--- src/sv/bpd_pkg.sv ---
// Package for the baseband packet deframer: parse phases, byte kinds,
// status codes and the per-byte result record. No dependencies.
package bpd_pkg;

  localparam int unsigned BYTE_W = 8;
  localparam int unsigned PTR_W  = 13;
  localparam int unsigned KIND_W = 3;
  localparam int unsigned MODE_W = 2;
  localparam int unsigned STAT_W = 3;

  localparam logic [PTR_W-1:0] PAD_POINTER = 13'h1FFF;

  typedef enum logic [2:0] {
    PH_BASE1   = 3'd0,
    PH_BASE2   = 3'd1,
    PH_OPT1    = 3'd2,
    PH_OPT2    = 3'd3,
    PH_EXT     = 3'd4,
    PH_PRE     = 3'd5,
    PH_POST    = 3'd6,
    PH_DISCARD = 3'd7
  } phase_t;

  typedef enum logic [KIND_W-1:0] {
    KIND_BASE    = 3'd0,
    KIND_OPTION  = 3'd1,
    KIND_EXT     = 3'd2,
    KIND_PRE     = 3'd3,
    KIND_POST    = 3'd4,
    KIND_DISCARD = 3'd5
  } kind_t;

  typedef enum logic [STAT_W-1:0] {
    ST_OK          = 3'd0,
    ST_PADDING     = 3'd1,
    ST_SHORT_HDR   = 3'd2,
    ST_PTR_AT_END  = 3'd3,
    ST_PTR_PAST    = 3'd4
  } status_t;

  localparam logic [MODE_W-1:0] MODE_NONE  = 2'd0;
  localparam logic [MODE_W-1:0] MODE_SHORT = 2'd1;

  typedef struct packed {
    logic [BYTE_W-1:0] out_byte;
    kind_t             byte_kind;
    logic              region_first;
    logic              out_last;
    logic [PTR_W-1:0]  packet_pointer;
    logic [2:0]        extension_type;
    logic [PTR_W-1:0]  extension_length;
    logic [MODE_W-1:0] option_mode;
    status_t           status;
  } result_t;

endpackage

--- src/sv/bpd_if.sv ---
// Handshake channels of the deframer: packet bytes in, labeled bytes out.
// Depends on bpd_pkg.
interface bpd_byte_if;
  import bpd_pkg::*;
  logic              valid;
  logic              ready;
  logic [BYTE_W-1:0] in_byte;
  logic              in_last;
  modport source (output valid, in_byte, in_last, input ready);
  modport sink   (input valid, in_byte, in_last, output ready);
endinterface

interface bpd_result_if;
  import bpd_pkg::*;
  logic              valid;
  logic              ready;
  logic [BYTE_W-1:0] out_byte;
  logic [KIND_W-1:0] byte_kind;
  logic              region_first;
  logic              out_last;
  logic [PTR_W-1:0]  packet_pointer;
  logic [2:0]        extension_type;
  logic [PTR_W-1:0]  extension_length;
  logic [MODE_W-1:0] option_mode;
  logic [STAT_W-1:0] status;
  modport source (output valid, out_byte, byte_kind, region_first, out_last,
                  packet_pointer, extension_type, extension_length,
                  option_mode, status, input ready);
  modport sink   (input valid, out_byte, byte_kind, region_first, out_last,
                  packet_pointer, extension_type, extension_length,
                  option_mode, status, output ready);
endinterface

--- src/sv/bpd_parser.sv ---
// Header parser state and per-byte labeling logic.
// Depends on bpd_pkg.
module bpd_parser (
  input  logic                   clk,
  input  logic                   rst,
  input  logic                   step,
  input  logic [bpd_pkg::BYTE_W-1:0] item_byte,
  input  logic                   item_last,
  output bpd_pkg::result_t       result,
  output bpd_pkg::phase_t        phase
);
  import bpd_pkg::*;

  logic [PTR_W-1:0]  pointer_value, pointer_value_next;
  logic [MODE_W-1:0] ext_mode, ext_mode_next;
  logic [2:0]        ext_kind, ext_kind_next;
  logic [PTR_W-1:0]  ext_bytes, ext_bytes_next;
  logic [PTR_W-1:0]  countdown, countdown_next;
  logic              post_seen, post_seen_next;
  phase_t            phase_next;

  kind_t             kind;
  logic              first;
  logic              pad;
  logic [PTR_W-1:0]  pre_left;
  logic [PTR_W-1:0]  cd_dec;
  status_t           st;

  always_ff @(posedge clk) begin
    if (rst || (step && item_last)) begin
      phase         <= PH_BASE1;
      pointer_value <= '0;
      ext_mode      <= '0;
      ext_kind      <= '0;
      ext_bytes     <= '0;
      countdown     <= '0;
      post_seen     <= 1'b0;
    end else if (step) begin
      phase         <= phase_next;
      pointer_value <= pointer_value_next;
      ext_mode      <= ext_mode_next;
      ext_kind      <= ext_kind_next;
      ext_bytes     <= ext_bytes_next;
      countdown     <= countdown_next;
      post_seen     <= post_seen_next;
    end
  end

  assign cd_dec = countdown - PTR_W'(1);

  always_comb begin
    phase_next         = phase;
    pointer_value_next = pointer_value;
    ext_mode_next      = ext_mode;
    ext_kind_next      = ext_kind;
    ext_bytes_next     = ext_bytes;
    countdown_next     = countdown;
    post_seen_next     = post_seen;
    kind               = KIND_DISCARD;
    first              = 1'b0;
    pad                = 1'b0;
    pre_left           = '0;

    // header_done: zero pointer goes straight to post-pointer data
    case (phase)
      PH_BASE1: begin
        kind               = KIND_BASE;
        pointer_value_next = {6'b0, item_byte[6:0]};
        ext_mode_next      = '0;
        ext_kind_next      = '0;
        ext_bytes_next     = '0;
        countdown_next     = '0;
        post_seen_next     = 1'b0;
        if (item_byte[7]) begin
          phase_next = PH_BASE2;
        end else if (item_byte[6:0] == 7'd0) begin
          phase_next = PH_POST;
        end else begin
          phase_next     = PH_PRE;
          countdown_next = {6'b0, item_byte[6:0]};
        end
      end
      PH_BASE2: begin
        kind               = KIND_BASE;
        pointer_value_next = pointer_value | {item_byte[7:2], 7'b0};
        if (pointer_value_next == PAD_POINTER) begin
          phase_next = PH_DISCARD;
          pad        = 1'b1;
        end else begin
          ext_mode_next = item_byte[1:0];
          if (item_byte[1:0] != MODE_NONE) begin
            phase_next = PH_OPT1;
          end else if (pointer_value_next == '0) begin
            phase_next = PH_POST;
          end else begin
            phase_next     = PH_PRE;
            countdown_next = pointer_value_next;
          end
        end
      end
      PH_OPT1, PH_OPT2: begin
        kind = KIND_OPTION;
        if (phase == PH_OPT1) begin
          ext_kind_next  = item_byte[7:5];
          ext_bytes_next = {8'b0, item_byte[4:0]};
        end else begin
          ext_bytes_next = ext_bytes | {item_byte, 5'b0};
        end
        if (phase == PH_OPT1 && ext_mode != MODE_SHORT) begin
          phase_next = PH_OPT2;
        end else if (ext_bytes_next != '0) begin
          phase_next     = PH_EXT;
          countdown_next = ext_bytes_next;
        end else if (pointer_value == '0) begin
          phase_next = PH_POST;
        end else begin
          phase_next     = PH_PRE;
          countdown_next = pointer_value;
        end
      end
      PH_EXT: begin
        kind           = KIND_EXT;
        countdown_next = cd_dec;
        if (cd_dec == '0) begin
          if (pointer_value == '0) begin
            phase_next = PH_POST;
          end else begin
            phase_next     = PH_PRE;
            countdown_next = pointer_value;
          end
        end
      end
      PH_PRE: begin
        kind           = KIND_PRE;
        first          = (countdown == pointer_value);
        pre_left       = countdown;
        countdown_next = cd_dec;
        if (cd_dec == '0) begin
          phase_next = PH_POST;
        end
      end
      PH_POST: begin
        kind           = KIND_POST;
        first          = !post_seen;
        post_seen_next = 1'b1;
      end
      default: begin
        kind = KIND_DISCARD;
      end
    endcase
  end

  always_comb begin
    st = ST_OK;
    if (item_last) begin
      case (kind)
        KIND_BASE, KIND_OPTION, KIND_EXT: st = pad ? ST_PADDING : ST_SHORT_HDR;
        KIND_PRE:     st = (pre_left == PTR_W'(1)) ? ST_PTR_AT_END : ST_PTR_PAST;
        KIND_DISCARD: st = ST_PADDING;
        default:      st = ST_OK;
      endcase
    end
  end

  always_comb begin
    result.out_byte         = item_byte;
    result.byte_kind        = kind;
    result.region_first     = first;
    result.out_last         = item_last;
    result.packet_pointer   = pointer_value_next;
    result.extension_type   = ext_kind_next;
    result.extension_length = ext_bytes_next;
    result.option_mode      = ext_mode_next;
    result.status           = st;
  end

endmodule

--- src/sv/bpd_out_stage.sv ---
// Result register that drives the output channel.
// Depends on bpd_pkg and bpd_result_if.
module bpd_out_stage (
  input  logic             clk,
  input  logic             rst,
  input  logic             load,
  input  bpd_pkg::result_t result,
  output logic             free,
  bpd_result_if.source     res
);
  import bpd_pkg::*;

  logic    valid;
  result_t data;

  always_ff @(posedge clk) begin
    if (rst) begin
      valid <= 1'b0;
    end else if (load) begin
      valid <= 1'b1;
    end else if (res.ready) begin
      valid <= 1'b0;
    end
  end

  always_ff @(posedge clk) begin
    if (load) begin
      data <= result;
    end
  end

  assign free                 = !valid || res.ready;
  assign res.valid            = valid;
  assign res.out_byte         = data.out_byte;
  assign res.byte_kind        = data.byte_kind;
  assign res.region_first     = data.region_first;
  assign res.out_last         = data.out_last;
  assign res.packet_pointer   = data.packet_pointer;
  assign res.extension_type   = data.extension_type;
  assign res.extension_length = data.extension_length;
  assign res.option_mode      = data.option_mode;
  assign res.status           = data.status;

endmodule

--- src/sv/baseband_packet_deframer_top.sv ---
// Baseband packet deframer: labels each byte of a baseband packet.
// Path: input reg, parser, result reg; the header state update is a single pass.
// Throughput: one byte per cycle while the result channel is ready.
// Reset: rst (sync, active high) empties both registers and returns the
//   parser to the first base field byte; it also resets after every last byte.
// Depends on bpd_pkg, bpd_if, bpd_parser, bpd_out_stage.
module baseband_packet_deframer_top (
  input  logic       clk,
  input  logic       rst,
  bpd_byte_if.sink   packet,
  bpd_result_if.source result
);
  import bpd_pkg::*;

  // Input register: holds one byte transaction ahead of the parser.
  logic              s1_valid;
  logic [BYTE_W-1:0] s1_byte;
  logic              s1_last;

  logic    out_free;
  logic    advance;
  result_t parsed;
  phase_t  phase;

  // A byte moves into the result register when that register is free; the
  // parser state commits on the same edge.
  assign advance      = s1_valid && out_free;
  assign packet.ready = !s1_valid || out_free;

  always_ff @(posedge clk) begin
    if (rst) begin
      s1_valid <= 1'b0;
    end else if (packet.ready) begin
      s1_valid <= packet.valid;
    end
  end

  always_ff @(posedge clk) begin
    if (packet.valid && packet.ready) begin
      s1_byte <= packet.in_byte;
      s1_last <= packet.in_last;
    end
  end

  bpd_parser u_parser (
    .clk       (clk),
    .rst       (rst),
    .step      (advance),
    .item_byte (s1_byte),
    .item_last (s1_last),
    .result    (parsed),
    .phase     (phase)
  );

  bpd_out_stage u_out (
    .clk    (clk),
    .rst    (rst),
    .load   (advance),
    .result (parsed),
    .free   (out_free),
    .res    (result)
  );

  // Status is only reported on the last byte of a packet.
  a_status_on_last: assert property (@(posedge clk) disable iff (rst)
    (result.valid && !result.out_last) |-> (result.status == ST_OK))
    else $error("nonzero status on a byte that is not last");

  // Region start marks only appear on payload bytes.
  a_first_on_payload: assert property (@(posedge clk) disable iff (rst)
    (result.valid && result.region_first) |->
      (result.byte_kind == KIND_PRE || result.byte_kind == KIND_POST))
    else $error("region start on a header or discarded byte");

  // Parser restarts at the base field after a packet's last byte.
  a_restart: assert property (@(posedge clk) disable iff (rst)
    (advance && s1_last) |=> (phase == PH_BASE1))
    else $error("parser did not restart after last byte");

endmodule
--- src/flat_wrapper.sv ---
// flat-port wrapper written by rule: the top's interface ports become plain ports
module baseband_packet_deframer_top_flat import bpd_pkg::*;
  (clk, rst, packet_valid, packet_in_byte, packet_in_last, packet_ready, result_valid, result_out_byte, result_byte_kind, result_region_first, result_out_last, result_packet_pointer, result_extension_type, result_extension_length, result_option_mode, result_status, result_ready);
  bpd_byte_if packet_i ();
  bpd_result_if result_i ();
  input  logic clk;
  input  logic rst;
  input wire logic [$bits(packet_i.valid)-1:0] packet_valid;
  input wire logic [$bits(packet_i.in_byte)-1:0] packet_in_byte;
  input wire logic [$bits(packet_i.in_last)-1:0] packet_in_last;
  output wire logic [$bits(packet_i.ready)-1:0] packet_ready;
  output wire logic [$bits(result_i.valid)-1:0] result_valid;
  output wire logic [$bits(result_i.out_byte)-1:0] result_out_byte;
  output wire logic [$bits(result_i.byte_kind)-1:0] result_byte_kind;
  output wire logic [$bits(result_i.region_first)-1:0] result_region_first;
  output wire logic [$bits(result_i.out_last)-1:0] result_out_last;
  output wire logic [$bits(result_i.packet_pointer)-1:0] result_packet_pointer;
  output wire logic [$bits(result_i.extension_type)-1:0] result_extension_type;
  output wire logic [$bits(result_i.extension_length)-1:0] result_extension_length;
  output wire logic [$bits(result_i.option_mode)-1:0] result_option_mode;
  output wire logic [$bits(result_i.status)-1:0] result_status;
  input wire logic [$bits(result_i.ready)-1:0] result_ready;
  assign packet_i.valid = packet_valid;
  assign packet_i.in_byte = packet_in_byte;
  assign packet_i.in_last = packet_in_last;
  assign packet_ready = packet_i.ready;
  assign result_valid = result_i.valid;
  assign result_out_byte = result_i.out_byte;
  assign result_byte_kind = result_i.byte_kind;
  assign result_region_first = result_i.region_first;
  assign result_out_last = result_i.out_last;
  assign result_packet_pointer = result_i.packet_pointer;
  assign result_extension_type = result_i.extension_type;
  assign result_extension_length = result_i.extension_length;
  assign result_option_mode = result_i.option_mode;
  assign result_status = result_i.status;
  assign result_i.ready = result_ready;
  baseband_packet_deframer_top u_core (.clk(clk), .rst(rst), .packet(packet_i), .result(result_i));
endmodule
--- config.mk ---
export PLATFORM = sky130hd
export DESIGN_NAME = baseband_packet_deframer_top_flat
export DESIGN_NICKNAME = d
export VERILOG_FILES = /design/src/sv/bpd_pkg.sv /design/src/sv/bpd_if.sv /design/src/sv/bpd_parser.sv /design/src/sv/bpd_out_stage.sv /design/src/sv/baseband_packet_deframer_top.sv /design/src/flat_wrapper.sv
export SDC_FILE = /design/constraint.sdc
export NUM_CORES = 1
export LEC_CHECK = 0
export BUFFER_PORTS_ARGS = -buffer_cell sky130_fd_sc_hd__clkbuf_2
export CORE_UTILIZATION = 53
export DETAILED_ROUTE_END_ITERATION = 8
export HOLD_SLACK_MARGIN = 0.05
export PLACE_DENSITY = 0.76
export SLEW_MARGIN = 20
export SYNTH_ARGS = -nofsm -noshare
export SYNTH_HDL_FRONTEND = slang
export SYNTH_SLANG_ARGS = --single-unit
--- constraint.sdc ---
create_clock -name clk -period 2.5 [get_ports clk]
set_input_delay 0.125 -clock clk [delete_from_list [all_inputs] [get_ports clk]]
set_output_delay 0.125 -clock clk [all_outputs]
set_load 0.05 [all_outputs]
==> impl_metrics.yaml <==
worst_setup_path:
  critPathMaxFanout: 5
  crit_family: "simple AND/OR/NAND/NOR gates"
  critPathRequiredTime_ns: 2.76
  path_cells: "inv_4, ha_4, or3b_4, or4b_4, nand3_4, nand4_4, o31a_1, a221oi_2, a211oi_1"
  max_stage_delay_ns: 0.51
  path_class: "flip-flop to flip-flop"
  r2r-end: "u_core.u_parser.countdown[1]$_SDFFE_PP0P_"
  ff2ff_setup_slack_ns: -0.05
  crit_path_start_kind: "flip-flop"
  cpMaxStageDelayCell: "or4b_4"
  ff2ff_path_depth: 9
  reg2reg_from: "u_core.u_parser.countdown[0]$_SDFFE_PP0P_"
  critical_path_buf_inv_count: 1
  cp.arrival_ns: 2.80
  worstSetupEndpointType: "flip-flop"
logic_synthesis:
  synth_top_family_by_area: "simple AND/OR/NAND/NOR gates"
  synth_flop_cell: "edfxtp_1"
  synthMuxAreaShare_pct: 2.025
  synthCells: 594
  synthAdderAreaFrac_pct: 0.4602
  synth_area_leader_cell: "edfxtp_1"
  synth.most_common_cell: "nor2_1"
  yosys_register_bits: 106
  synth_xor_area_share_pct: 3.221
  ys_types: 69
  synth-compound-area-share_pct: 18.25
  yosys_warnings: 0
  syn_area_mm2: 0.005438
  async_reset_ff_share_pct: 0
  synthTopCellsByArea: "edfxtp_1, dfxtp_1, nor2_1"
  synth.top_cell.area_share_pct: 30.92
  synth-simple-area-share_pct: 21.61
  synth_seq_area_share_pct: 49.33
  syn_nets: 609
  synth-edff-count: 56
  avgSynthCellArea_um2: 9.154
  synth_common_cells: "nor2_1, edfxtp_1, nand2_1"
global_routing:
  gr-usage-met1_pct: 43.90
  met3_usage_pct: 6.519
  gr-usage-met2_pct: 50.62
  grt_pass1_vias: 4775
  top_usage_layer: "met2"
  overflow: 0
  antenna_found_initial: 0
  grtUsageTotal_pct: 32.51
  grt_max_degree: 36
  grt_pass1_wl_um: 25400
cells_and_area:
  final_cells: 844
  final_util_pct: 68.34
  area.growth.synth_to_final_pct: 23.98
  drive_gt1_share_pct: 27.29
  nets: 721
  antennaDiodeCount: 0
  fin_area_mm2: 0.006741
cts:
  cts-root-buf: "clkbuf_8"
  clk_latency_ns: 0.38
  cts_tree: "built"
  clockBufferDepth: 2
  cts_sinks: 106
  cts.reportedPaths.clkPinSlew_ns: 0.11
  htree_levels: 3
  numCtsBuffers: 9
detailed_routing:
  drc: 0
  wl_um: 16640
  vias_per_cell: 6.143
  drtPass1Iterations: 7
  wl_per_cell_um: 19.71
  ant_nets: 0
  drt_first_iter_violations: 424
  via_count: 5185
timing:
  rsz0062_at_grt: "yes"
  min_period_ns: 2.546
  slew_violations: 0
  worst_pin_slew_ns: 0.7004
  max_freq_mhz: 392.7
  relSlewSlack_pct: 52.95
  finalSetupTns_ns: -0.06497
  holdWs_ns: 0.05602
  fin_crit_sh_pct: 101.9
  setup_viol_count_final: 2
  fin_skew_ns: 0.01165
  finalWorstSetupSlack_ns: -0.04634
  hold_viol: 0
placement:
  dp_hpwl_um: 11830
  place_area_mm2: 0.006282
  preCtsSetupSlack_ns: -0.009944
  io_buffers: 61
  numPlacedInstances: 809
  globalplace.congestion: 0.9484
power:
  power.leakage_nw: 2.593
  power.density_mw_per_mm2: 608.9
  finalPower_mw: 4.105
  vdd_drop_max_mv: 0.3657
min_path:
  hold_class: "input port to flip-flop"
  holdPathEnd: "u_core.u_out.res.valid$_SDFFE_PP0P_"
  hp-start: "result_ready"
  hold_path_depth: 4
die:
  chipWidth_um: 103.3
  fp-row-count: 36
  start_util_pct: 55.12
  coreArea_mm2: 0.009864
  die_area_mm2: 0.01067
  ioPinCount: 62
  fp.dieH_um: 103.3
run:
  max_cap_viol_count: 0
outcome:
  outcome: "finished with violations"
  violations: "setup timing"
tightest hold or removal path, delay by kind of cell:
kind / cells / cell delay [ns]
buffers and inverters: 1 / 0.08
and+or+nand+nor: 3 / 0.20
where the power goes:
group | leakage [nW] | switching [mW] | internal (mW) | total [mW]
clock network | 0.0959 | 0.648 | 0.481 | 1.13
registers | 0.946 | 0.0648 | 1.92 | 1.98
logic | 1.55 | 0.631 | 0.364 | 0.994
total | 2.59 | 1.34 | 2.76 | 4.10
layer usage:
metal  part of all wire [%]  wire length [um]  vias up
met2                     46              7678      349
met3                     11              1769       44
met4                    3.1               521        0
met1                     40              6667     2407
li1                       -                 -     2385
met5                      0                 0        -
timing repair:
| item | 4_1_cts | 5_1_grt |
|---|---|---|
| hold endpoints to repair | 11 | 0 |
| hold buffers | 11 | 0 |
| setup endpoints to repair | 2 | 13 |
| setup buffers | 5 | 3 |
| gates resized for setup | 3 | 15 |
| pin swaps | 6 | 11 |
sequential cells by signal, summed over array words and instances (netlist names):
register / flops
u_core.u_parser.ext_bytes: 13
u_core.u_out.res.status: 3
u_core.u_out.res.out_last: 1
u_core.u_out.res.extension_type: 3
u_core.u_parser.countdown: 13
u_core.u_parser.pointer_value: 13
u_core.u_out.res.region_first: 1
u_core.u_out.res.valid: 1
u_core.u_parser.post_seen: 1
u_core.u_out.res.packet_pointer: 13
u_core.u_out.res.out_byte: 8
u_core.s1_byte: 8
u_core.u_out.res.byte_kind: 3
u_core.u_out.res.option_mode: 2
u_core.u_parser.ext_kind: 3
u_core.s1_last: 1
u_core.u_parser.ext_mode: 2
u_core.s1_valid: 1
u_core.u_parser.phase: 3
u_core.u_out.res.extension_length: 13
kinds of logic after synthesis:
logic type / after synthesis
AND/OR/NAND/NOR: 237
multiplexers: 11
flip-flops: 106
AO/OA/AOI/OAI: 148
adder cells (fa/ha/maj): 2
buffers and inverters: 70
XOR/XNOR: 20
layout make-up:
class / instances / area, um^2
clock buffer: 9 / 123.9
clock inverter: 7 / 83.83
fill: 792 / 3123
inverter: 20 / 80.08
multi-input combinational: 418 / 2562
sequential: 106 / 2688
tap: 133 / 166.4
timing repair buffer: 151 / 1037
how the worst max path moves through the flow:
stage	start	to	depth (start not counted)
3_3_place_gp	u_core.u_parser.countdown[1]$_SDFFE_PP0P_	u_core.u_parser.countdown[0]$_SDFFE_PP0P_	9
6_report	u_core.u_parser.countdown[0]$_SDFFE_PP0P_	u_core.u_parser.countdown[1]$_SDFFE_PP0P_	9
2_1_floorplan	u_core.u_parser.countdown[1]$_SDFFE_PP0P_	u_core.u_parser.countdown[0]$_SDFFE_PP0P_	11
4_1_cts	u_core.u_parser.countdown[0]$_SDFFE_PP0P_	u_core.u_parser.countdown[1]$_SDFFE_PP0P_	9
3_5_place_dp	u_core.u_parser.countdown[4]$_SDFFE_PP0P_	u_core.u_parser.countdown[1]$_SDFFE_PP0P_	7
5_1_grt	u_core.u_parser.countdown[0]$_SDFFE_PP0P_	u_core.u_parser.countdown[1]$_SDFFE_PP0P_	9
cells in the final DEF (no fill, tap or decap), types with 3 or more instances in the layout:
master,count
clkbuf_2,61
o31a_1,3
and2_1,3
o211ai_1,5
o21ai_0,25
nor3_2,3
a221oi_1,4
clkbuf_8,9
mux2i_1,10
o21ai_1,5
a31oi_1,7
dfxtp_2,4
nor4_1,7
a32oi_1,4
o31ai_1,4
nor2b_1,3
xnor2_1,14
buf_4,76
nand3_1,11
nor4_2,4
nor2_1,87
clkinvlp_4,3
xor2_1,6
inv_1,16
dfxtp_1,46
a22oi_1,7
dlygate4sd3_1,11
nand2_1,54
o22ai_1,8
a21oi_1,44
edfxtp_1,56
nor3_1,27
a221oi_2,3
nand4_1,7
and4_1,3
nand2b_1,5
a211oi_1,3
Power figures use the tool's default switching activity.
